$ cat src/hdl/hbe_ram.sv
// Generic single-port-write, single-port-read RAM with registered read data.
`default_nettype none
module hbe_ram #(
  parameter int WIDTH = 8,
  parameter int DEPTH = 256
) (
  input  wire logic                     clk,
  input  wire logic                     wr_en,
  input  wire logic [$clog2(DEPTH)-1:0] wr_addr,
  input  wire logic [WIDTH-1:0]         wr_data,
  input  wire logic                     rd_en,
  input  wire logic [$clog2(DEPTH)-1:0] rd_addr,
  output logic      [WIDTH-1:0]         rd_data
);

  logic [WIDTH-1:0] mem [DEPTH];

  always_ff @(posedge clk) begin
    if (wr_en) begin
      mem[wr_addr] <= wr_data;
    end
    if (rd_en) begin
      rd_data <= mem[rd_addr];
    end
  end

endmodule
`default_nettype wire

$ cat config.mk
export PLATFORM = sky130hd
export DESIGN_NAME = hbe_ram
export DESIGN_NICKNAME = d
export VERILOG_FILES = /design/src/hdl/hbe_ram.sv
export SDC_FILE = /design/constraint.sdc
export NUM_CORES = 2
export LEC_CHECK = 0
export BUFFER_PORTS_ARGS = -buffer_cell sky130_fd_sc_hd__buf_2
export CORE_ASPECT_RATIO = 0.75
export CORE_MARGIN = 3
export CORE_UTILIZATION = 40
export CTS_BUF_LIST = sky130_fd_sc_hd__clkbuf_8 sky130_fd_sc_hd__clkbuf_16
export CTS_CLUSTER_DIAMETER = 80
export CTS_CLUSTER_SIZE = 8
export DETAILED_ROUTE_END_ITERATION = 16
export REMOVE_ABC_BUFFERS = 1
export SLEW_MARGIN = 15
export SYNTH_ARGS = -nofsm -noshare
export SYNTH_HDL_FRONTEND = slang
export SYNTH_SLANG_ARGS = --single-unit
$ cat constraint.sdc
create_clock -name clk -period 3.3 [get_ports clk]
set_input_delay 0.495 -clock clk [delete_from_list [all_inputs] [get_ports clk]]
set_output_delay 0.495 -clock clk [all_outputs]
set_load 0.01 [all_outputs]
==> metrics.cfg <==
[clocking]
insertion_delay_ns=0.81
cts_setup_buffers=0
cts_hold_buf=0
clockBufferDepth=4
cts_tree=built
clockRootBuffer=clkbuf_16
cts_resized=0
cts.sinks=2056
cts_max_level=5
path_clk_slew_ns=0.05
cts_buffers=299

[critical_path]
max_stage_delay_ns=1.03
critPathTopFamily=simple AND/OR/NAND/NOR gates
crit_chain=buf_2 -> buf_12 -> and3b_1 -> o221ai_1 -> o22ai_1 -> nor3_1 -> buf_4 -> nor4_1 -> buf_4 -> nor4_1
path_class=input port to flip-flop
cp_slowest_cell=nor4_1
critPathLaunchType=input port
cp_max_fo=11
cp_data_required_time_ns=3.82
worst-path-buf-inv=4
endpoint_kind=flip-flop
crit_arrival_ns=3.83

[grt]
grt.total_usage_pct=20.3
grt_pass1_wl_mm=300
antenna_found_initial=14
overflow=0
grt_max_degree=113
grt_pass1_vias=40900

[place]
dp_hpwl_mm=133
port_buffers=34
place_area_um2=86600
routabilityCongestion=0.841

[pwr]
peakVddDrop_uv=430
pwr-share-comb_pct=5.0
seqPwrFrac_pct=49.6
power_per_cell_area_nw_per_um2=617
pwr-share-clk_pct=45.4
leakage_uw=0.0303
switching_share_pct=20.6
p_int_uw=46200
switchingPower_uw=12000

[synthesis]
ys_seq_area_share_pct=77.5
syn-cell-area_um2=79600
synth_top_family_by_area=multiplexers
synth_xor_xnor_area_share_pct=0
ys.flop_type=edfxtp_1
synthMuxAreaShare_pct=14.6
yosysWarnings=0
synth_top_area_share_pct=77.5
yosys.area.top_type=edfxtp_1
synth-simple-area-share_pct=2.63
avgSynthCellArea_um2=21.3
yosysUniqueCellTypes=54
synth_edf_count=2056
synthCells=3733
synth_compound_area_share_pct=3.42
ys_ff_latch=2056
synthTopCellsByArea=edfxtp_1 (78%), mux4_2 (13%), mux2i_1 (1.7%), nor2_1 (1.3%), a22oi_1 (1.3%)
ys_async_sr_fraction_pct=0
synthAdderAreaFrac_pct=0

[finish]
design_area_um2=94500
fin_util_pct=47.8
final_nets=4406
area_delta_synth_final_pct=18.6
drive_gt1_share_pct=31.2

[sta]
post-route-min-period_ns=3.32
clock.fmax_mhz=302
setup-violations-final=1
fin_ws_ns=-0.0154
grt_setup_unrepaired=false
final-max-slew-violation-count=0
relSlewSlack_pct=17.2
whs_ns=0.125
hold_viol=0
post-route-period-util_pct=100
worstMarginPinSlew_ns=1.23
final.setup_skew_ns=0.0405

[run]
max_cap_violations=0

[floorplan]
ios=35
die-area_um2=205000
initial_core_util_pct=40.3
die_height_um=392
core_um2=197000
fp.dieW_um=521
rows=141

[drt]
drt_iter0_markers=5310
via_per_inst=5.84
drc=0
first_pass_iters=6
wire_per_inst_um=29.6
drt-total-wl_mm=209
ant_nets=0
num_vias=41200

[outcome]
status=finished with violations
violations=setup timing

[worst_hold_path]
hp-class=input port to flip-flop

[layout make-up]
cell class | instances | area, um2
tap | 2645 | 3310
timing repair buffer | 578 | 5010
antenna | 5 | 12.5
clock inverter | 14 | 199
inverter | 2 | 7.51
clock buffer | 307 | 7680
multi-input combinational | 1442 | 16500
sequential | 2056 | 61700
fill | 16000 | 103000
[cell usage after synthesis (21+ instances only)]
cell,instances
edfxtp_1,2056
mux4_2,454
nor2_1,282
mux2i_1,134
a22oi_1,133
clkbuf_1,111
a21oi_1,96
o221ai_1,46
nand3_1,34
nand2_1,33
buf_2,31
nor2b_1,31
o22ai_1,28
buf_4,27
nor4_1,24
buf_1,22
nor3_1,22
buf_6,21
[worst paths after layout]
kind | cells past startpoint | from | slack [ns] | endpoint
setup reg to reg | 8 | mem[239][0] | 0.32 | rd_data[0]
hold reg to reg | 7 | mem[7][6] | 1.20 | rd_data[6]
setup / recovery | 10 | rd_addr[4] | -0.02 | rd_data[1]
hold / removal | 1 | wr_data[5] | 0.12 | mem[243][5]
[per-stage QoR]
step	instances	TNS, ns	total power, uW	setup slack [ns]
after floorplan	3500	0	30400	0.312
after global placement	6723	-2.46	32300	-0.636
after detailed placement	6723	-2.45	32300	-0.607
after CTS	7044	0	58700	0.241
after global routing	7046	0	60000	0.0226
final	7049	-0.0154	58200	-0.0154
[cells in the final DEF (no fill, tap or decap), drive strengths merged, types with 27 or more instances in the layout]
| cell type | instances |
|---|---|
| nor4 | 27 |
| mux2i | 134 |
| edfxtp | 2056 |
| a21oi | 96 |
| o22ai | 28 |
| nor2 | 282 |
| mux4 | 456 |
| o221ai | 47 |
| clkbuf | 307 |
| buf | 578 |
| a22oi | 133 |
| nand3 | 34 |
| nor2b | 31 |
| nand2 | 33 |
[cells by family (layout without fill, tap and decap cells)]
family                 count (synthesis)  count (layout)
other                                  0               5
flip-flops                          2056            2056
AND/OR/NAND/NOR                      466             466
buffers and inverters                235             901
AO/OA/AOI/OAI                        385             385
multiplexers                         591             591
[power groups by stage]
stage	Combinational [uW]	Sequential (uW)	Clock, uW
after floorplan	1010	29400	0
after global placement	2880	29400	0
after detailed placement	2910	29400	0
after CTS	2920	28900	26900
after global routing	3070	28900	28100
final	2900	28900	26400
[registers in the layout, indices dropped and copies added, names as in the netlist]
register / count
mem: 2048
rd_data: 8
[metal layers]
metal  vias to the layer above  global-route usage [%]  part of all wire [%]
met5                         -                       0                 0.013
met4                         4                    4.63                   2.0
met3                       304                    4.71                    11
met2                      2129                    29.2                    44
met1                     21800                    31.5                    44
li1                      16900                       -                     -
[worst reg2reg max path: cells and delay by family (launching register included)]
kind,cells,cell delay [ns]
multiplexers,1,0.20
AO/OA/AOI/OAI,2,0.59
buffers and inverters,2,0.41
AND/OR/NAND/NOR,3,1.15
flip-flops,1,0.36
(Power assumes the default switching activity.)
